[config.mk]
export PLATFORM = sky130hd
export DESIGN_NAME = kfi_blend
export DESIGN_NICKNAME = d
export VERILOG_FILES = /design/src/rtl/core/kfi_pkg.sv /design/src/rtl/core/kfi_blend.sv
export SDC_FILE = /design/constraint.sdc
export NUM_CORES = 1
export LEC_CHECK = 0
export BUFFER_PORTS_ARGS = -buffer_cell sky130_fd_sc_hd__buf_2
export CAP_MARGIN = 20
export CORE_MARGIN = 1.5
export CORE_UTILIZATION = 45
export DETAILED_ROUTE_END_ITERATION = 7
export HOLD_SLACK_MARGIN = 0.1
export PLACE_DENSITY = 0.64
export REMOVE_ABC_BUFFERS = 1
export SKIP_CTS_REPAIR_TIMING = 1
export SLEW_MARGIN = 20
export SYNTH_ARGS = -nofsm -noshare
export SYNTH_HDL_FRONTEND = slang
export SYNTH_SLANG_ARGS = --single-unit
export TNS_END_PERCENT = 50
[constraint.sdc]
create_clock -name clk -period 4.1 [get_ports clk]
set_clock_uncertainty 0.1 [all_clocks]
set_input_delay 0.615 -clock clk [delete_from_list [all_inputs] [get_ports clk]]
set_output_delay 0.615 -clock clk [all_outputs]
set_load 0.01 [all_outputs]
[src/rtl/core/kfi_pkg.sv]
`timescale 1ns / 1ps

package kfi_pkg;

    localparam int MAX_KEYS    = 64;
    localparam int IDX_W       = $clog2(MAX_KEYS);
    localparam int TABLE_LIMIT = (MAX_KEYS < 64) ? MAX_KEYS : 64;
    localparam int CHANNELS    = 5;
    localparam int FRAC_W      = 16;

    localparam logic CMD_LOAD   = 1'b0;
    localparam logic CMD_SAMPLE = 1'b1;

    localparam logic REG_KEY_COUNT = 1'b0;

    typedef logic [CHANNELS-1:0][31:0] chan_vec_t;

    typedef struct packed {
        logic [31:0] time_q;
        chan_vec_t   chans;
    } key_entry_t;

endpackage

[src/rtl/core/kfi_blend.sv]
`timescale 1ns / 1ps

module kfi_blend (
    input  logic                       clk,
    input  logic                       rst_n,
    input  logic                       start,
    input  logic [31:0]                p0,
    input  logic [31:0]                p1,
    input  logic [kfi_pkg::FRAC_W-1:0] frac,
    output logic                       done,
    output logic [31:0]                result
);
    import kfi_pkg::*;

    logic               stage1_reg;
    logic               done_reg;
    logic signed [49:0] prod_reg;
    logic [31:0]        p0_reg;
    logic [31:0]        result_reg;
    logic signed [32:0] diff;
    logic signed [49:0] shifted;

    assign diff    = $signed({p1[31], p1}) - $signed({p0[31], p0});
    assign shifted = prod_reg >>> FRAC_W;

    always_ff @(posedge clk or negedge rst_n)
    begin
        if (!rst_n)
        begin
            stage1_reg <= 1'b0;
            done_reg   <= 1'b0;
        end
        else
        begin
            stage1_reg <= start;
            done_reg   <= stage1_reg;
        end
    end

    always_ff @(posedge clk)
    begin
        if (start)
        begin
            prod_reg <= diff * $signed({1'b0, frac});
            p0_reg   <= p0;
        end
        if (stage1_reg)
            result_reg <= p0_reg + shifted[31:0];
    end

    assign done   = done_reg;
    assign result = result_reg;

endmodule

After elaboration in Yosys (flattened, before gate mapping) --
Cells that the tools add are included.
Storage, ports and cells: register bits after elaboration 114, output and inout bits 33, bits of input ports 83
Operators by class: $mul 1, add/sub/neg operators 2
Operators with widths (count):
- 33-bit by 17-bit multiplier with 48-bit output | 1
- 32-bit by 32-bit subtractor with 33-bit output | 1
- 32-bit adder | 1

Depth between registers and ports, before layout --
Gate-level depths: netlist of the first run.
depth after elaboration 2, mapped depth 35, mapped depth without buffers 34

Worst setup path after synthesis of the first run --
OpenSTA, ideal clock, no wires.
kind input to register, start input port p0[2], end register prod_reg[47], data pin, buffers on the path 1, library setup time 0.260 ns, cell stages on the path 31, setup slack -4.394 ns, required time 3.740 ns, data arrival time 8.134 ns, path through inv_1 ha_1 nor2b_1 o31a_1 o2111a_1 a211oi_2 a21oi_2 a21o_1 a21oi_1 xnor2_1 buf_2 nand2_1 fa_1 fa_1 fa_1 inv_1 fa_1 fa_1 inv_1 fa_1 inv_1 ha_1 a211o_1 a21oi_2 nand2_1 or3_1 a211o_1 a31oi_1 o21ai_1 a31oi_1 xnor2_1
On the way: word-level cells in the longest chain between the ends 2
RTL lines:
- start, declared | RTL line kfi_blend.sv:7 | input logic [31:0] p0,
- 32-bit by 32-bit subtractor with 33-bit output | RTL line kfi_blend.sv:23 | assign diff = $signed({p1[31], p1}) - $signed({p0[31], p0});
- 33-bit by 17-bit multiplier with 48-bit output | RTL line kfi_blend.sv:44 | prod_reg <= diff * $signed({1'b0, frac});
- end signal, assigned | RTL line kfi_blend.sv:44
- end, declared | RTL line kfi_blend.sv:17 | logic signed [49:0] prod_reg;
No other way between the ends. A chain may end at the register's enable or synchronous reset.

Worst setup path after layout of the first run --
start input port p0[1], end register prod_reg[47], data pin
Same word-level chain as after synthesis.

==> results.py, run 1 <==
metrics = {
    "timing": {
        "setup_violations": 32,
        "worst_pin_slew_ns": 0.879,
        "hold_violations": 0,
        "grt_setup_unrepaired": "yes",
        "setup_slack_ns": -4.32,
        "min_period_over_period_pct": 205,
        "max_freq_mhz": 119,
        "min_period_ns": 8.42,
        "slew_headroom_pct": 39.9,
        "drv_slew": 0,
        "setup_tns_ns": -126.56,
    },
    "critical_path": {
        "critical_path_buf_inv_count": 8,
        "worst-setup-path-type": "input port to flip-flop",
        "slowest_stage": "fa_1",
        "critPathLaunchType": "input port",
        "worstPathRequired_ns": 4.11,
        "crit_cells": 34,
        "crit_top_cell": "fa_1",
        "crit_family": "adder cells",
        "end_kind": "flip-flop",
        "r2r-start": "prod_reg[30]$_DFFE_PP_",
        "rrSetupSlack_ns": 0.33,
        "crit_start": "p0[1]",
        "critPathMaxFanout": 5,
        "rr_endpoint": "result[31]$_DFFE_PP_",
        "slowest_delay_ns": 0.55,
        "worstRegToRegCells": 8,
        "cp.arrival_ns": 8.44,
    },
    "floorplanning": {
        "io_pins": 116,
        "die_area_mm2": 0.0562,
        "initial_core_util_pct": 45.7,
        "die_w_um": 237,
        "core_area_mm2": 0.0539,
        "std_cell_rows": 85,
        "fp.dieH_um": 237,
    },
    "clock_tree": {
        "htreeDepth": 3,
        "clock_latency_ns": 0.36,
        "cts_tree": "yes",
        "cts_made_buffers": 9,
        "root_buffer": "clkbuf_16",
        "cts_buffer_depth": 2,
        "cts_sinks": 98,
        "path_clk_slew_ns": 0.07,
    },
    "global_routing": {
        "grt_pass1_vias": 21600,
        "grt_max_degree": 40,
        "gr-usage-all-layers_pct": 25.7,
        "grt_antenna_before_repair": 1,
        "grt_overflow": 0,
        "grt_pass1_wl_um": 112000,
    },
    "place": {
        "dpl.hpwl_um": 59800,
        "port_buffers": 115,
        "place.gp.congestion": 0.960,
    },
    "min_path": {
        "holdPathEnd": "p0_reg[5]$_DFFE_PP_",
        "hold_path.class": "input port to flip-flop",
        "whs_path_depth": 1,
        "hp-start": "p0[5]",
    },
    "synthesis": {
        "ys.flop_type": "edfxtp_1",
        "ys_ff_latch": 98,
        "synth-edff-count": 96,
        "synth_area_mm2": 0.0246,
        "yosysWarnings": 0,
        "avgSynthCellArea_um2": 9.09,
        "synth.distinct_cells": 74,
        "ys_async_sr_fraction_pct": 2.04,
        "seq_area_frac_synth_pct": 11.9,
        "syn_inst": 2710,
    },
    "final_layout": {
        "area_growth_pct": 23.8,
        "regArea_mm2": 0.00293,
        "fin_nets": 3910,
        "multi_input_area_mm2": 0.0197,
        "fill_cells": 4794,
        "drive_gt1_share_pct": 22.4,
    },
    "routing": {
        "ant_nets": 0,
        "drt-pass1-iter-count": 5,
        "drtIter0Drc": 1242,
        "num_vias": 19800,
        "drc": 0,
        "via_per_inst": 5.14,
        "wl_um": 70700,
        "wl_per_cell_um": 18.3,
    },
    "status": {
        "violations": "setup timing",
        "outcome": "finished with violations",
    },
    "flow_run": {
        "maxCapViolations": 0,
    },
}
==> how the worst max path moves through the flow <==
stage / end / slack, ns
CTS: prod_reg[46]$_DFFE_PP_ / -4.96
global route: prod_reg[42]$_DFFE_PP_ / -4.62
finish: prod_reg[47]$_DFFE_PP_ / -4.32
detailed placement: prod_reg[46]$_DFFE_PP_ / -5.30
global placement: prod_reg[47]$_DFFE_PP_ / -5.17
floorplan: prod_reg[47]$_DFFE_PP_ / -5.01
==> cell usage in the layout (no fill, tap or decap), drive strengths merged, types with 3 or more instances in the layout <==
master,synthesis,final
a211o,5,5
a21oi,90,90
nor3,16,16
nand4,4,4
a211oi,7,7
buf,17,550
o21a,26,26
a2111oi,5,5
clkbuf,98,12
and3,15,15
edfxtp,96,96
o211a,11,11
ha,175,175
xnor2,67,67
a221oi,3,3
fa,491,491
o211ai,13,13
a21o,28,28
nor2b,62,62
o21bai,7,7
o31a,4,4
nor2,65,65
nor4,7,7
nand2b,26,26
or2,3,3
nand3,51,51
a22oi,3,3
a21boi,3,3
inv,618,620
o21ai,65,65
a31oi,6,6
and2,224,224
xor2,24,24
a311oi,5,5
o311ai,3,3
nand2,328,328
==> kinds of logic after synthesis <==
family          count (synthesis)  share of synthesized area, %
flops                          98                          11.9
xor+xnor                       91                          3.23
mux                             1                        0.0406
simple gates                  815                          16.5
buf+inv                       733                          11.2
fa+ha+maj                     666                          48.8
compound gates                306                          8.28
==> stage by stage <==
stage	std cells	cell area [µm²]	utilization (%)	hold slack (ns)	setup WS, ns
after global routing	3862	30500	56.6	0.341	-4.62
final	3863	30500	56.6	0.354	-4.32
after floorplan	2595	24200	-	0.219	-5.01
after CTS	3832	29400	54.5	-0.0756	-4.96
after detailed placement	3816	29000	53.9	0.306	-5.30
after global placement	3816	29000	53.9	0.305	-5.17
==> final cells by class <==
class                      count  share of cell area, %
antenna                        1                0.00821
inverter                     618                   7.61
tap                          696                   2.86
timing repair buffer         555                   14.1
sequential                    98                   9.62
multi-input combinational   1879                   64.7
clock inverter                 7                  0.328
clock buffer                   9                  0.738
==> metal layers <==
metal  share of wire [%]  vias up  GRT usage (%)  routed length (µm)
met5                   0        -              0                   0
met4                 4.4        0           10.0                3100
met3                 4.5      138           2.98                3180
met2                  51      500           46.0               35900
met1                  40    10000           31.7               28600
li1                    -     9172              -                   -
==> worst reg2reg max path: stages (launching register included) <==
cell       delay [ns]
edfxtp_1         0.38
ha_1             0.38
a2111oi_0        0.65
nor4b_1          0.59
a21oi_1          0.26
a21oi_1          0.37
o211ai_1         0.20
a2111oi_0        0.41
nor3b_1          0.16
==> Yosys cell counts (5+ instances only) <==
master | n | share of area (%)
clkbuf_1 | 97 | 1.5
buf_2 | 14 | 0.28
edfxtp_1 | 96 | 12
xor2_1 | 24 | 0.85
a21o_1 | 28 | 0.85
a211oi_1 | 6 | 0.18
xnor2_1 | 67 | 2.4
and2_1 | 224 | 5.7
and3_1 | 15 | 0.38
a21oi_1 | 86 | 1.7
nor2_1 | 65 | 0.99
a31oi_1 | 6 | 0.15
o21a_1 | 26 | 0.79
nand2b_1 | 26 | 0.66
o211a_1 | 11 | 0.45
a211o_1 | 5 | 0.18
nor2b_1 | 62 | 1.6
nor3_1 | 16 | 0.33
fa_1 | 491 | 40
nand2_1 | 328 | 5.0
nor4_1 | 6 | 0.15
inv_1 | 618 | 9.4
o21bai_1 | 7 | 0.21
o21ai_0 | 61 | 1.2
ha_1 | 175 | 8.9
nand3_1 | 51 | 1.0
o211ai_1 | 12 | 0.37
Power of run 1 is left out: the tool's default activity adds up to more than one toggle a clock period on the data nets, which glitch-free logic cannot reach.
==> inputs of run 2 (changes only) <==
==> constraint.sdc (replaced) <==
create_clock -name clk -period 7.9 [get_ports clk]
set_clock_uncertainty 0.1 [all_clocks]
set_input_delay 1.185 -clock clk [delete_from_list [all_inputs] [get_ports clk]]
set_output_delay 1.185 -clock clk [all_outputs]
set_load 0.02 [all_outputs]
==> results.py, run 2 (synthesized netlist as in run 1, its figures left out) <==
metrics = {
    "status": {
        "outcome": "finished with violations",
        "violations": "setup timing",
    },
    "critical_path": {
        "worstPathRequired_ns": 8.03,
        "slowest_delay_ns": 0.53,
        "worst-setup-path-type": "input port to flip-flop",
        "end_kind": "flip-flop",
        "slowest_stage": "fa_1",
        "crit_top_cell": "fa_1",
        "critPathLaunchType": "input port",
        "cp.arrival_ns": 9.23,
        "critPathMaxFanout": 8,
    },
    "timing": {
        "max_freq_mhz": 110,
        "setup_slack_ns": -1.20,
        "min_period_over_period_pct": 115,
        "drv_slew": 0,
        "whs_ns": 0.475,
        "grt_setup_unrepaired": "yes",
        "slew_headroom_pct": 41.3,
        "hold_violations": 0,
        "setup_violations": 32,
        "worst_pin_slew_ns": 0.880,
        "min_period_ns": 9.10,
    },
    "routing": {
        "ant_nets": 0,
        "drc": 0,
        "wl_per_cell_um": 18.3,
        "via_per_inst": 5.20,
        "drtIter0Drc": 1115,
        "num_vias": 19900,
        "drt-pass1-iter-count": 6,
        "wl_um": 69900,
    },
    "min_path": {
        "hold_path.class": "flip-flop to flip-flop",
    },
    "clock_tree": {
        "cts_sinks": 98,
        "root_buffer": "clkbuf_16",
        "htreeDepth": 3,
        "cts_made_buffers": 9,
        "path_clk_slew_ns": 0.07,
        "clock_latency_ns": 0.35,
        "cts_tree": "yes",
        "cts_buffer_depth": 2,
    },
    "final_layout": {
        "fin_nets": 3870,
        "final_cell_mix": "604 x inv_1, 483 x fa_1, 365 x buf_4, 323 x nand2_1, 216 x and2_1",
        "final_common_cell": "inv_1",
        "fill_cells": 4796,
        "drive_gt1_share_pct": 21.1,
        "area_growth_pct": 21.8,
    },
    "global_routing": {
        "grt_pass1_wl_um": 111000,
        "grt_antenna_before_repair": 0,
        "grt_max_degree": 66,
        "grt_overflow": 0,
        "grt_pass1_vias": 21300,
        "gr-usage-all-layers_pct": 25.4,
    },
    "flow_run": {
        "maxCapViolations": 0,
    },
    "place": {
        "dpl.hpwl_um": 57800,
        "place.gp.congestion": 0.923,
        "port_buffers": 115,
        "pre_cts_ws_ns": -1.93,
    },
    "floorplanning": {
        "fp.dieH_um": 237,
        "std_cell_rows": 85,
        "initial_core_util_pct": 45.7,
        "die_w_um": 237,
        "core_area_mm2": 0.0539,
        "die_area_mm2": 0.0562,
        "io_pins": 116,
    },
}
-- run 2: cell types whose count changed in the layout (fill, tap and decap cells not counted), moves of 4 or more --
cell | previous run | this run
and2_1 | 220 | 216
buf_4 | 395 | 365
o21ai_0 | 53 | 57
buf_12 | 23 | 13
a21oi_2 | 14 | 18
and2_4 | 4 | 8
-- run 2: final timing paths --
kind,slack [ns],cells after the start,startpoint,to
min reg2reg,0.48,1,p0_reg[0]$_DFFE_PP_,result[0]$_DFFE_PP_
min in group asynchronous,0.50,1,rst_n,done$_DFF_PN0_
min,0.48,1,p0_reg[0]$_DFFE_PP_,result[0]$_DFFE_PP_
max reg2reg,3.71,11,p0_reg[0]$_DFFE_PP_,result[30]$_DFFE_PP_
max in group asynchronous,7.11,1,rst_n,stage1_reg$_DFF_PN0_
max,-1.20,34,p1[0],prod_reg[42]$_DFFE_PP_
-- run 2: worst max-delay path: cells and delay by family --
family,cells,cell delay (ns)
buf+inv,7,0.54
compound gates,13,3.15
simple gates,5,0.76
fa+ha+maj,9,3.58
-- run 2: area by class of cell --
cell class	instances	area [µm²]	area share [%]
Multi-Input combinational cell	1879	19700	65.5
Antenna cell	1	2.50	0.00834
Timing Repair Buffer	515	3900	13.0
Tap cell	696	871	2.90
Clock buffer	9	225	0.750
Sequential cell	98	2930	9.77
Inverter	618	2320	7.74
Clock inverter	6	90.1	0.300
-- run 2: stage by stage --
step	instances	setup TNS, ns	util (%)	area (µm²)
CTS	3788	-35.12	53.6	28900
global placement	3773	-43.59	53.0	28600
detailed placement	3773	-46.69	53.0	28600
floorplan	2595	-28.82	-	24200
finish	3822	-25.29	55.7	30000
global route	3821	-32.95	55.7	30000
-- run 2: per-layer routing --
metal	part of all wire, %	routed length [µm]	vias to the layer above	global-route usage [%]
met5	0	0	-	0
met3	4.4	3100	147	2.79
met2	52	36000	578	46.2
li1	-	-	9089	-
met1	40	28100	10100	31.2
met4	3.8	2680	0	8.97
Power of run 2 is left out for the same reason.
