<file path="src/rtl/core/kfi_pkg.sv">
`timescale 1ns / 1ps

package kfi_pkg;

    localparam int MAX_KEYS    = 64;
    localparam int IDX_W       = $clog2(MAX_KEYS);
    localparam int TABLE_LIMIT = (MAX_KEYS < 64) ? MAX_KEYS : 64;
    localparam int CHANNELS    = 5;
    localparam int FRAC_W      = 16;

    localparam logic CMD_LOAD   = 1'b0;
    localparam logic CMD_SAMPLE = 1'b1;

    localparam logic REG_KEY_COUNT = 1'b0;

    typedef logic [CHANNELS-1:0][31:0] chan_vec_t;

    typedef struct packed {
        logic [31:0] time_q;
        chan_vec_t   chans;
    } key_entry_t;

endpackage

</file>
<file path="src/rtl/core/kfi_div.sv">
`timescale 1ns / 1ps

module kfi_div (
    input  logic                      clk,
    input  logic                      rst_n,
    input  logic                      start,
    input  logic [32:0]               num,
    input  logic [32:0]               den,
    output logic                      done,
    output logic [kfi_pkg::FRAC_W-1:0] quot
);
    import kfi_pkg::*;

    logic [33:0]       rem_reg;
    logic [32:0]       den_reg;
    logic [FRAC_W-1:0] quot_reg;
    logic [4:0]        cnt_reg;
    logic              busy_reg;
    logic              done_reg;
    logic [33:0]       rem_sh;
    logic              fits;

    assign rem_sh = {rem_reg[32:0], 1'b0};
    assign fits   = rem_sh >= {1'b0, den_reg};

    always_ff @(posedge clk or negedge rst_n)
    begin
        if (!rst_n)
        begin
            busy_reg <= 1'b0;
            done_reg <= 1'b0;
            cnt_reg  <= '0;
        end
        else
        begin
            done_reg <= 1'b0;
            if (start)
            begin
                busy_reg <= 1'b1;
                cnt_reg  <= '0;
            end
            else if (busy_reg)
            begin
                cnt_reg <= cnt_reg + 5'd1;
                if (cnt_reg == 5'(FRAC_W - 1))
                begin
                    busy_reg <= 1'b0;
                    done_reg <= 1'b1;
                end
            end
        end
    end

    always_ff @(posedge clk)
    begin
        if (start)
        begin
            rem_reg <= {1'b0, num};
            den_reg <= den;
        end
        else if (busy_reg)
        begin
            rem_reg  <= fits ? (rem_sh - {1'b0, den_reg}) : rem_sh;
            quot_reg <= {quot_reg[FRAC_W-2:0], fits};
        end
    end

    assign done = done_reg;
    assign quot = quot_reg;

endmodule

</file>
<file path="config.mk">
export PLATFORM = sky130hd
export DESIGN_NAME = kfi_div
export DESIGN_NICKNAME = d
export VERILOG_FILES = /design/src/rtl/core/kfi_pkg.sv /design/src/rtl/core/kfi_div.sv
export SDC_FILE = /design/constraint.sdc
export NUM_CORES = 1
export LEC_CHECK = 0
export ABC_AREA = 1
export BUFFER_PORTS_ARGS = -buffer_cell sky130_fd_sc_hd__buf_2
export CORE_MARGIN = 2
export CORE_UTILIZATION = 36
export DETAILED_ROUTE_END_ITERATION = 10
export GPL_TIMING_DRIVEN = 0
export SETUP_SLACK_MARGIN = 0.05
export SLEW_MARGIN = 0
export SYNTH_ARGS = -nofsm -noshare
export SYNTH_HDL_FRONTEND = slang
export SYNTH_SLANG_ARGS = --single-unit
</file>
<file path="constraint.sdc">
create_clock -name clk -period 3.8 [get_ports clk]
set_input_delay 0.57 -clock clk [delete_from_list [all_inputs] [get_ports clk]]
set_output_delay 0.57 -clock clk [all_outputs]
set_load 0.01 [all_outputs]
</file>
Word-level counts from Yosys, hierarchy flattened --
Index checks and enable logic that the tools add are counted.
Word-level totals: register bits after elaboration 89, logic and storage cells 24
Operators by class: add/subtract/negate cells 2, magnitude comparators 1, equality and inequality tests 1, mux-type cells 11, bitwise operators 1, reduce and logical (&&, ||, !) cells 2
Operator list (number):
- two-way mux 33 bit | 3
- >= comparator 34 x 33 -> 1 bit | 1
- subtractor 33 bit | 1
- two-way mux 5 bit | 2
- two-way mux 1 bit | 6
- adder 5 x 1 -> 5 bit, second input constant | 1
- equality test 5 x 4 -> 1 bit, second input constant | 1
- AND reduction 2 bit | 1
- nonzero test 2 bit | 1
- inverter 1 bit | 1

Longest topological paths before layout --
Gate-level depths: netlist (run 1).
depth in word-level cells 4, depth in mapped cells 17

Least setup slack after synthesis (run 1) --
Ideal clock, no wire load.
path kind register -> register, from register rem_reg[24], to register rem_reg[27] (data pin), setup time 0.252 ns, arrival time 1.817 ns, data required time 3.548 ns, slack 1.731 ns, cell stages (with the launch flop) 15, path buffers 1, cells stage by stage edfxtp_1 -> ha_1 -> nand2_2 -> inv_2 -> a21oi_1 -> nand2_1 -> nand2_1 -> nand2_2 -> nor2_8 -> buf_8 -> nand3_2 -> nand2_1 -> clkinv_1 -> nand2_1 -> nand2_1
On the way: word-level cells in the longest chain between the ends 4, elaborated cells on any way between the ends 5
Ends and longest elaborated chain:
- start: declaration | line kfi_div.sv:14 | logic [33:0] rem_reg;
- start signal: assignment | line kfi_div.sv:58 | rem_reg <= {1'b0, num};
- start signal: assignment | line kfi_div.sv:63 | rem_reg <= fits ? (rem_sh - {1'b0, den_reg}) : rem_sh;
- subtractor 33 bit or >= comparator 34 x 33 -> 1 bit (tied branches) | line kfi_div.sv:63, kfi_div.sv:24
- two-way mux 33 bit * | line kfi_div.sv:63
- two-way mux 33 bit * | line kfi_div.sv:61 | else if (busy_reg)
- two-way mux 33 bit * | line kfi_div.sv:56 | if (start)
Every way passes the cells marked *; elsewhere a longest branch is shown, timed or not. The select of a mux whose other input is x is not followed. A chain may end at the register's enable or synchronous reset.

Final worst setup path (run 1) --
from input start, to register rem_reg[31] (data pin)
On the way: word-level cells in the longest chain between the ends 1
Ends and longest elaborated chain:
- start: declaration | line kfi_div.sv:6 | input logic start,
- two-way mux 33 bit | line kfi_div.sv:56
No other way between the ends.

==> results.sh, run 1 <==
export IMPL_outcome="finished, final reports clean"
export IMPL_report_final_hold_viol_count=0
export IMPL_fin_nets=1090
export IMPL_clock_latency_ns=0.36
export IMPL_drc=0
export IMPL_ctsHoldBuffers=0
export IMPL_critPathKind="in -> reg"
export IMPL_r2r_cells=14
export IMPL_multi_input_area_sq_um=3180
export IMPL_finalSetupViolations=0
export IMPL_critPathMaxStageDelay_ns=0.66
export IMPL_power_per_cell_area_nw_per_um2=729
export IMPL_max_cap_violations=0
export IMPL_finalCritPeriodShare_pct=76.9
export IMPL_gr_usage_all_layers_pct=19.3
export IMPL_crit_arrival_ns=3.03
export IMPL_netlist_instances=888
export IMPL_cp_max_fo=34
export IMPL_r2r_end="rem_reg[31]"
export IMPL_tritoncts="built"
export IMPL_root_buffer="clkbuf_16"
export IMPL_post_cts_buffers=0
export IMPL_wl_per_cell_microns=14.8
export IMPL_p_leak_nw=4.03
export IMPL_worst_setup_path_end_kind="flop"
export IMPL_clock_sinks=89
export IMPL_start_util_pct=36.7
export IMPL_seqCellArea_sq_um=2640
export IMPL_grt_util_met3_pct=3.27
export IMPL_path_delay_family="buffers and inverters"
export IMPL_synth_xor_area_share_pct=1.99
export IMPL_avgSynthCellArea_sq_um=7.43
export IMPL_synth_compound_area_share_pct=2.88
export IMPL_port_buffers=85
export IMPL_use_met1_pct=27.2
export IMPL_critPathBufInv=5
export IMPL_critPathSlowestCell="buf_2"
export IMPL_routed_wl_mm=18.0
export IMPL_drive_above_1_share_pct=16.6
export IMPL_synth_seq_cells=89
export IMPL_num_vias=5657
export IMPL_avgViaCountPerCell=4.64
export IMPL_core_area_sq_um=18000
export IMPL_reg2reg_setup_slack_ns=1.30
export IMPL_drv_slew=0
export IMPL_rsz0062_at_grt="false"
export IMPL_grt_pass1_vias=5631
export IMPL_start_kind="input pin"
export IMPL_pwr_share_seq_pct=26.2
export IMPL_grt_ovfl_total=0
export IMPL_worst_pin_slew_ns=0.874
export IMPL_synth_top_family_by_area="simple AND/OR/NAND/NOR gates"
export IMPL_synth_simple_gate_area_share_pct=36.3
export IMPL_met2_usage_pct=30.8
export IMPL_swShare_pct=46.5
export IMPL_synthAdderAreaFrac_pct=6.94
export IMPL_fp_dieW_microns=139
export IMPL_yosysUniqueCellTypes=39
export IMPL_clock_skew_ns=0.0118
export IMPL_ys_warn_count=0
export IMPL_synthesis_area_sq_um=6600
export IMPL_cts_buffer_depth=2
export IMPL_internal_power_mw=2.98
export IMPL_first_pass_iters=5
export IMPL_yosys_area_top_type="edfxtp_1"
export IMPL_clkPwrFrac_pct=16.6
export IMPL_dieArea_sq_um=19400
export IMPL_synth_seq_area_share_pct=40.0
export IMPL_pwr_share_comb_pct=57.2
export IMPL_synth_mux_area_share_pct=0
export IMPL_die_y_microns=139
export IMPL_setup_tns_ns=0
export IMPL_n_fill_cell=1882
export IMPL_final_antenna_net_count=0
export IMPL_top_usage_layer="met2"
export IMPL_cts_made_buffers=9
export IMPL_required_ns=3.91
export IMPL_crit_top_cell="nand2_1"
export IMPL_syn_num_nets=993
export IMPL_relSlewSlack_pct=41.8
export IMPL_reg2reg_from="rem_reg[22]"
export IMPL_crit_chain="buf_2 -> clkbuf_1 -> clkinv_1 -> buf_2 -> nand2_1 -> clkinv_1 -> nand2_1 -> nand2_1"
export IMPL_area_growth_syn_to_layout_pct=15.7
export IMPL_layout_common_cells="nand2_1, inv_1, buf_2, edfxtp_1, nand3_1"
export IMPL_hp_class="in -> async"
export IMPL_final_common_cell="nand2_1"
export IMPL_drt_initial_drc_count=322
export IMPL_core_rowCount=49
export IMPL_synth_area_leaders="edfxtp_1, nand2_1, inv_1"
export IMPL_antenna_found_initial=0
export IMPL_ios=86
export IMPL_synth_top_area_share_pct=37.3
export IMPL_power_mw=5.56
export IMPL_postCtsResizedCells=0
export IMPL_fin_util_pct=42.5
export IMPL_diodes=0
export IMPL_grt_pass1_wl_mm=29.2
export IMPL_hpwl_mm=14.3
export IMPL_place_gp_congestion=0.919
export IMPL_post_route_min_period_ns=2.92
export IMPL_fmax_mhz=342
export IMPL_peakVddDrop_mv=0.336
export IMPL_cts_clk_slew_worst_paths_ns=0.07
export IMPL_switchingPower_mw=2.59
export IMPL_grt_max_degree=35
export IMPL_h_tree_depth=3
-- logic make-up (layout without fill, tap and decap cells) --
logic type / after synthesis / after routing
AOI/OAI and AO/OA: 33 / 33
buffers and inverters: 191 / 293
adders and majority gates: 36 / 36
and+or+nand+nor: 524 / 524
xor gates and xnor gates: 15 / 15
DFF: 89 / 89
-- worst max-delay path by stage --
stage,depth (start not counted),endpoint,slack (ns),startpoint
final,8,rem_reg[31],0.88,start
after global routing,8,rem_reg[31],0.62,start
after CTS,8,rem_reg[31],0.74,start
after detailed placement,8,rem_reg[31],0.36,start
after global placement,4,rem_reg[10],0.10,start
after floorplan,14,rem_reg[27],1.73,rem_reg[24]
-- worst reg2reg max path: cells and delay by family (launching register included) --
kind | cells | cell delay [ns]
simple gates | 10 | 1.00
compound gates | 1 | 0.22
flops | 1 | 0.38
buf+inv | 2 | 0.27
fa+ha+maj | 1 | 0.39
-- power groups by stage --
| stage | Sequential, mW | Clock [mW] | Combinational, mW |
|---|---|---|---|
| final | 1.46 | 0.925 | 3.18 |
| after global routing | 1.48 | 0.978 | 3.60 |
| after CTS | 1.46 | 0.949 | 3.17 |
| after detailed placement | 1.47 | 0 | 3.15 |
| after global placement | 1.47 | 0 | 3.12 |
| after floorplan | 1.44 | 0 | 2.38 |
-- synth_stat cells --
master / number
fa_1: 1
nor4_4: 1
nand2_2: 13
nand2_4: 1
o22ai_1: 1
nand4_1: 9
and2_1: 6
xor2_1: 1
clkbuf_1: 4
nand3_2: 12
nor2_1: 39
dfrtp_1: 7
nand3_1: 61
nor2_4: 2
buf_12: 1
inv_1: 164
or2_4: 1
a32o_1: 1
buf_8: 1
ha_1: 35
nor3_1: 5
buf_4: 1
buf_2: 5
edfxtp_1: 82
buf_6: 4
nor3_2: 1
or2_2: 3
nand2_8: 1
a22o_1: 1
nor2_2: 6
o21ai_0: 5
xnor2_1: 14
a21oi_1: 19
nand3b_1: 26
inv_2: 6
nor2_8: 1
clkinv_1: 5
o21bai_1: 6
nand2_1: 336
-- per-layer routing --
metal	vias to the layer above	wire length, microns
met5	-	0
met3	15	811
li1	2969	-
met1	2552	8890
met4	0	263
met2	121	8040
-- cell type report --
| type | instances | area share (%) |
|---|---|---|
| multi-input cells | 608 | 41.7 |
| flip-flops and latches | 89 | 34.5 |
| inverters | 175 | 8.60 |
| repair buffers | 86 | 5.77 |
| well taps | 229 | 3.75 |
| clock buffers | 9 | 2.95 |
| plain buffers | 16 | 1.67 |
| clock inverters | 7 | 1.07 |
-- through the flow --
stage | instance area [sq um] | cells | hold WS [ns] | setup slack, ns
3_3_place_gp | 7310 | 1202 | 0.415 | 0.103
6_report | 7640 | 1219 | 0.0434 | 0.876
2_1_floorplan | 6600 | 888 | 0.274 | 1.73
5_1_grt | 7640 | 1219 | 0.0377 | 0.621
3_5_place_dp | 7330 | 1203 | 0.416 | 0.363
4_1_cts | 7640 | 1219 | 0.0295 | 0.743
Power figures use the tool's default switching activity.
==> run 2: changes to the inputs <==
--- a/config.mk
+++ b/config.mk
@@ -5,7 +5,7 @@
 export SDC_FILE = /design/constraint.sdc
 export NUM_CORES = 1
 export LEC_CHECK = 0
-export ABC_AREA = 1
+export ABC_AREA = 0
 export BUFFER_PORTS_ARGS = -buffer_cell sky130_fd_sc_hd__buf_2
 export CORE_MARGIN = 2
 export CORE_UTILIZATION = 36
==> constraint.sdc (replaced) <==
create_clock -name clk -period 2.62 [get_ports clk]
set_input_delay 0.393 -clock clk [delete_from_list [all_inputs] [get_ports clk]]
set_output_delay 0.393 -clock clk [all_outputs]
set_load 0.01 [all_outputs]
==> run 2 against run 1 <==
  * The run now ends with negative setup slack left
  * Hold slack improved by 0.17 ns
  * Setup slack got worse by 1.3 ns
  * Clock power rose by 33%
  * Largest power group unchanged
==> results.sh, run 2 <==
export IMPL_synth_seq_area_share_pct=48.1
export IMPL_wl_per_cell_microns=16.7
export IMPL_layout_common_cells="buf_2, edfxtp_1, inv_1, a21o_1"
export IMPL_drt_initial_drc_count=190
export IMPL_final_antenna_net_count=0
export IMPL_outcome="complete, but fails checks"
export IMPL_power_per_cell_area_nw_per_um2=1200
export IMPL_path_delay_family="compound AO/OA/AOI/OAI gates"
export IMPL_worst_setup_path_end_kind="flop"
export IMPL_core_area_sq_um=15000
export IMPL_tritoncts="built"
export IMPL_critPathMaxStageDelay_ns=0.39
export IMPL_synth_edf_count=82
export IMPL_stdcell_area_sq_um=7130
export IMPL_place_gp_congestion=0.906
export IMPL_finalSetupViolations=34
export IMPL_synth_most_common_cell="edfxtp_1"
export IMPL_setup_slack_ns=-0.421
export IMPL_drive_above_1_share_pct=38.9
export IMPL_grt_pass1_wl_mm=20.4
export IMPL_area_growth_syn_to_layout_pct=30.2
export IMPL_synth_area_leaders="edfxtp_1, ha_1, mux2_2"
export IMPL_diodes=0
export IMPL_peakVddDrop_mv=0.486
export IMPL_hp_class="in -> reg"
export IMPL_ys_warn_count=0
export IMPL_synth_seq_cells=89
export IMPL_critPathBufInv=3
export IMPL_clock_skew_ns=0.0122
export IMPL_fp_dieW_microns=127
export IMPL_synthesis_area_sq_um=5480
export IMPL_h_tree_depth=3
export IMPL_worst_pin_slew_ns=0.782
export IMPL_gr_usage_all_layers_pct=16.2
export IMPL_post_route_min_period_ns=3.04
export IMPL_async_flop_share_pct=7.87
export IMPL_num_vias=4107
export IMPL_clock_sinks=89
export IMPL_crit_chain="inv_2 -> ha_4 -> buf_8 -> a21oi_4 -> o21ai_2 -> or3_4 -> o21ai_4 -> nand3_2 -> a21oi_4 -> o21ai_4 -> buf_12 -> mux2_4 -> mux2_4"
export IMPL_cts_clk_slew_worst_paths_ns=0.07
export IMPL_hpwl_mm=9.02
export IMPL_critPathKind="reg -> reg"
export IMPL_fin_nets=704
export IMPL_final_common_cell="buf_2"
export IMPL_yosys_area_top_type="edfxtp_1"
export IMPL_synth_flop_cell="edfxtp_1"
export IMPL_avgSynthCellArea_sq_um=11.4
export IMPL_drv_slew=0
export IMPL_cts_made_buffers=9
export IMPL_syn_num_nets=585
export IMPL_cts_buffer_depth=2
export IMPL_yosysUniqueCellTypes=61
export IMPL_reg2reg_setup_slack_ns=-0.42
export IMPL_critPathSlowestCell="edfxtp_1"
export IMPL_synth_commonest_cells="edfxtp_1, inv_1, ha_1"
export IMPL_violations="negative setup slack"
export IMPL_relSlewSlack_pct=47.6
export IMPL_die_y_microns=127
export IMPL_grt_ovfl_total=0
export IMPL_max_cap_violations=0
export IMPL_avgViaCountPerCell=5.19
export IMPL_crit_arrival_ns=3.14
export IMPL_grt_max_degree=37
export IMPL_required_ns=2.72
export IMPL_fmax_mhz=329
export IMPL_drc=0
export IMPL_start_kind="flop"
export IMPL_synth_top_area_share_pct=44.9
export IMPL_first_pass_iters=4
export IMPL_rsz0062_at_grt="true"
export IMPL_post_place_cells=753
export IMPL_cp_max_fo=10
export IMPL_netlist_instances=480
export IMPL_dieArea_sq_um=16200
export IMPL_finalNonFillerCells=792
export IMPL_root_buffer="clkbuf_16"
export IMPL_core_rowCount=45
export IMPL_finalCritPeriodShare_pct=116
export IMPL_p_leak_nw=3.18
export IMPL_start_util_pct=36.5
export IMPL_dpl_instance_area_sq_um=6270
export IMPL_ios=86
export IMPL_clock_latency_ns=0.35
export IMPL_grt_pass1_vias=4172
export IMPL_antenna_found_initial=0
export IMPL_routed_wl_mm=13.2
export IMPL_port_buffers=85
export IMPL_report_final_hold_viol_count=0
==> run 2: final timing paths <==
path / startpoint / endpoint / depth (start not counted)
max in group asynchronous: rst_n / cnt_reg[3] / 2
hold reg to reg: quot[3] / quot[4] / 0
min in group asynchronous: rst_n / cnt_reg[2] / 2
setup reg to reg: den_reg[13] / rem_reg[9] / 13
setup / recovery: den_reg[13] / rem_reg[9] / 13
hold / removal: den[22] / den_reg[22] / 1
==> run 2: cell families after synthesis <==
group                    count (synthesis)  share of synthesized area, %
AO/OA/AOI/OAI                          116                          14.5
XOR/XNOR                                30                          4.79
adder cells (fa/ha/maj)                 36                          8.36
buffers and inverters                   64                          4.50
flip-flops                              89                          48.1
multiplexers                            52                          10.5
AND/OR/NAND/NOR                         93                          9.18
==> run 2: per-stage QoR <==
step / hold WS, ns / utilization, % / TNS, ns / total power [mW] / setup slack [ns]
2_1_floorplan: 0.0974 / - / -4.13 / 5.49 / -0.197
3_3_place_gp: 0.236 / 41.7 / -40.21 / 6.24 / -0.702
3_5_place_dp: 0.243 / 41.7 / -42.73 / 6.30 / -0.740
4_1_cts: 0.197 / 45.7 / -10.59 / 8.14 / -0.404
5_1_grt: 0.197 / 47.4 / -14.39 / 9.11 / -0.494
6_report: 0.209 / 47.4 / -11.55 / 8.55 / -0.421
==> run 2: where the power goes <==
| group | internal [mW] | switching, mW | leakage [nW] |
|---|---|---|---|
| sequential | 2.01 | 0.219 | 0.918 |
| combinational | 2.72 | 2.38 | 2.12 |
| clock | 0.650 | 0.582 | 0.136 |
==> run 2: metal layers <==
metal	up-vias	GRT usage, %	wire (microns)
met2	102	27.2	6420
met4	0	5.69	169
li1	2012	-	-
met1	1983	20.8	6010
met5	-	0	0
met3	10	3.48	657
==> run 2: what timing repair did <==
action                                  in CTS  in global routing
endpoints found under the setup margin      67                 67
gates resized for setup                     47                 42
hold buffers                                 1                  0
pin swaps                                    8                  9
cloned                                       1                  1
endpoints found under the hold margin        7                  0
setup buffers                               14                  8
==> run 2: final cells by class <==
class | count | area [sq um]
clock inverter | 7 | 52.6
clock buffer | 9 | 225
timing repair buffer | 109 | 622
multi-input combinational | 328 | 3060
sequential | 89 | 2640
tap | 188 | 235
buffer | 15 | 126
inverter | 47 | 176
fill | 1394 | 7900
==> run 3: changes to the inputs <==
--- a/config.mk
+++ b/config.mk
@@ -11,6 +11,8 @@
 export CORE_UTILIZATION = 36
 export DETAILED_ROUTE_END_ITERATION = 10
 export GPL_TIMING_DRIVEN = 0
+export PLACE_DENSITY = 0.62
+export RECOVER_POWER = 50
 export SETUP_SLACK_MARGIN = 0.05
 export SLEW_MARGIN = 0
 export SYNTH_ARGS = -nofsm -noshare
==> run 3 against run 2 <==
  * The flow still finishes with violations (negative setup slack)
  * Clock skew down 0.0029 ns
  * Clock power down 3%
  * Clock-buffer cell count unchanged
  * Largest cell class unchanged
  * Design area down 1.2%
  * Routed wire length down 1.2%
  * Critical endpoint is now rem_reg[26]
  * Total power down 2.0%
  * Largest power group unchanged
==> results.sh, run 3 (synthesized netlist as in run 2, its figures left out) <==
export IMPL_grt_max_degree=37
export IMPL_reg2reg_from="den_reg[0]"
export IMPL_worst_pin_slew_ns=1.00
export IMPL_finalCritPeriodShare_pct=118
export IMPL_antenna_found_initial=0
export IMPL_cts_buffer_depth=2
export IMPL_cts_clk_slew_worst_paths_ns=0.07
export IMPL_hold_path_startpoint="den[32]"
export IMPL_dpl_worst_slack_ns=-0.721
export IMPL_setup_tns_ns=-13.45
export IMPL_num_vias=4120
export IMPL_critPathMaxStageDelay_ns=0.46
export IMPL_core_area_sq_um=15000
export IMPL_drive_above_1_share_pct=36.0
export IMPL_diodes=0
export IMPL_tritoncts="built"
export IMPL_clock_latency_ns=0.35
export IMPL_relSlewSlack_pct=33.2
export IMPL_fp_dieW_microns=127
export IMPL_area_growth_syn_to_layout_pct=28.6
export IMPL_ios=86
export IMPL_routed_wl_mm=13.1
export IMPL_violations="negative setup slack"
export IMPL_grt_ovfl_total=0
export IMPL_port_buffers=85
export IMPL_avgViaCountPerCell=5.24
export IMPL_required_ns=2.72
export IMPL_layout_common_cells="buf_2, edfxtp_1, inv_1, a21o_1, a21oi_1"
export IMPL_swShare_pct=37.0
export IMPL_switchingPower_mw=3.10
export IMPL_gr_usage_all_layers_pct=16.0
export IMPL_die_y_microns=127
export IMPL_first_pass_iters=4
export IMPL_cp_max_fo=5
export IMPL_power_per_cell_area_nw_per_um2=1190
export IMPL_crit_arrival_ns=3.18
export IMPL_max_cap_violations=0
export IMPL_clkPwrFrac_pct=14.1
export IMPL_rsz0062_at_grt="true"
export IMPL_final_antenna_net_count=0
export IMPL_h_tree_depth=3
export IMPL_outcome="complete, but fails checks"
export IMPL_wl_per_cell_microns=16.7
export IMPL_peakVddDrop_mv=0.538
export IMPL_start_util_pct=36.5
export IMPL_critPathSlowestCell="edfxtp_1"
export IMPL_dpl_instance_area_sq_um=6270
export IMPL_worst_setup_path_end_kind="flop"
export IMPL_hp_class="in -> reg"
export IMPL_core_rowCount=45
export IMPL_fin_nets=698
export IMPL_final_common_cell="buf_2"
export IMPL_clock_skew_ns=0.00925
export IMPL_finalSetupViolations=56
export IMPL_power_mw=8.38
export IMPL_start_kind="flop"
export IMPL_cts_made_buffers=9
export IMPL_pwr_share_comb_pct=59.2
export IMPL_grt_pass1_vias=4084
export IMPL_fmax_mhz=324
export IMPL_reg2reg_setup_slack_ns=-0.46
export IMPL_report_final_hold_viol_count=0
export IMPL_drv_slew=0
export IMPL_critPathKind="reg -> reg"
export IMPL_crit_path_start="den_reg[0]"
export IMPL_p_leak_nw=3.14
export IMPL_clock_sinks=89
export IMPL_stdcell_area_sq_um=7050
export IMPL_setup_slack_ns=-0.463
export IMPL_dieArea_sq_um=16200
export IMPL_internal_power_mw=5.28
export IMPL_root_buffer="clkbuf_16"
export IMPL_post_route_min_period_ns=3.08
export IMPL_drc=0
export IMPL_hpwl_mm=8.96
export IMPL_grt_pass1_wl_mm=20.4
export IMPL_drt_initial_drc_count=190
export IMPL_pwr_share_seq_pct=26.6
export IMPL_crit_chain="fa_2 -> nor2b_4 -> o31a_1 -> o31a_1 -> o21ai_4 -> nand3_2 -> a21oi_2 -> o21ai_4 -> clkbuf_16 -> mux2_4 -> mux2_4"
export IMPL_place_gp_congestion=0.879
## run 3: area by class of cell
class                      instances  area (sq um)
clock inverter                     7          46.3
multi-input combinational        327          2980
buffer                            16           136
timing repair buffer             103           606
clock buffer                       9           225
tap                              188           235
fill                            1388          7990
inverter                          47           176
sequential                        89          2640
## run 3: final timing paths
check,cells past startpoint,end
max in group asynchronous,2,busy_reg
max reg2reg,11,rem_reg[26]
max,11,rem_reg[26]
min in group asynchronous,2,cnt_reg[0]
min,1,den_reg[32]
min reg2reg,0,quot[15]
## run 3: layer usage
metal | wire, microns | global-route usage (%) | up-vias
met2 | 6330 | 26.7 | 107
met5 | 0 | 0 | -
li1 | - | - | 2001
met1 | 5940 | 21.4 | 2000
met3 | 682 | 3.69 | 12
met4 | 133 | 3.75 | 0
## run 3: worst max-delay path, delay by kind of cell (launching register included)
family          cells  cell delay, ns
fa+ha+maj           1            0.43
compound gates      5            0.95
simple gates        2            0.20
flops               1            0.46
buf+inv             1            0.24
mux                 2            0.55
## run 3: stage by stage
stage	std cells	hold WS, ns	utilization (%)
after global placement	753	0.237	41.7
after detailed placement	753	0.242	41.7
after floorplan	480	0.0974	-
after global routing	786	0.206	46.9
after CTS	778	0.204	45.2
final	786	0.218	46.9
## run 3: power by group through the flow
stage / Clock (mW) / Combinational [mW] / Sequential, mW
after floorplan: 0 / 3.31 / 2.17
after global placement: 0 / 4.02 / 2.21
final: 1.19 / 4.96 / 2.23
after detailed placement: 0 / 4.06 / 2.22
after CTS: 1.22 / 4.53 / 2.20
after global routing: 1.27 / 5.41 / 2.27
## run 3: timing repair
item / CTS / global route
resized for setup: 39 / 44
gates cloned: 2 / 1
setup endpoints to repair: 67 / 67
setup buffers: 7 / 9
hold buffers: 1 / 0
hold endpoints to repair: 7 / 0
pin swaps: 6 / 13
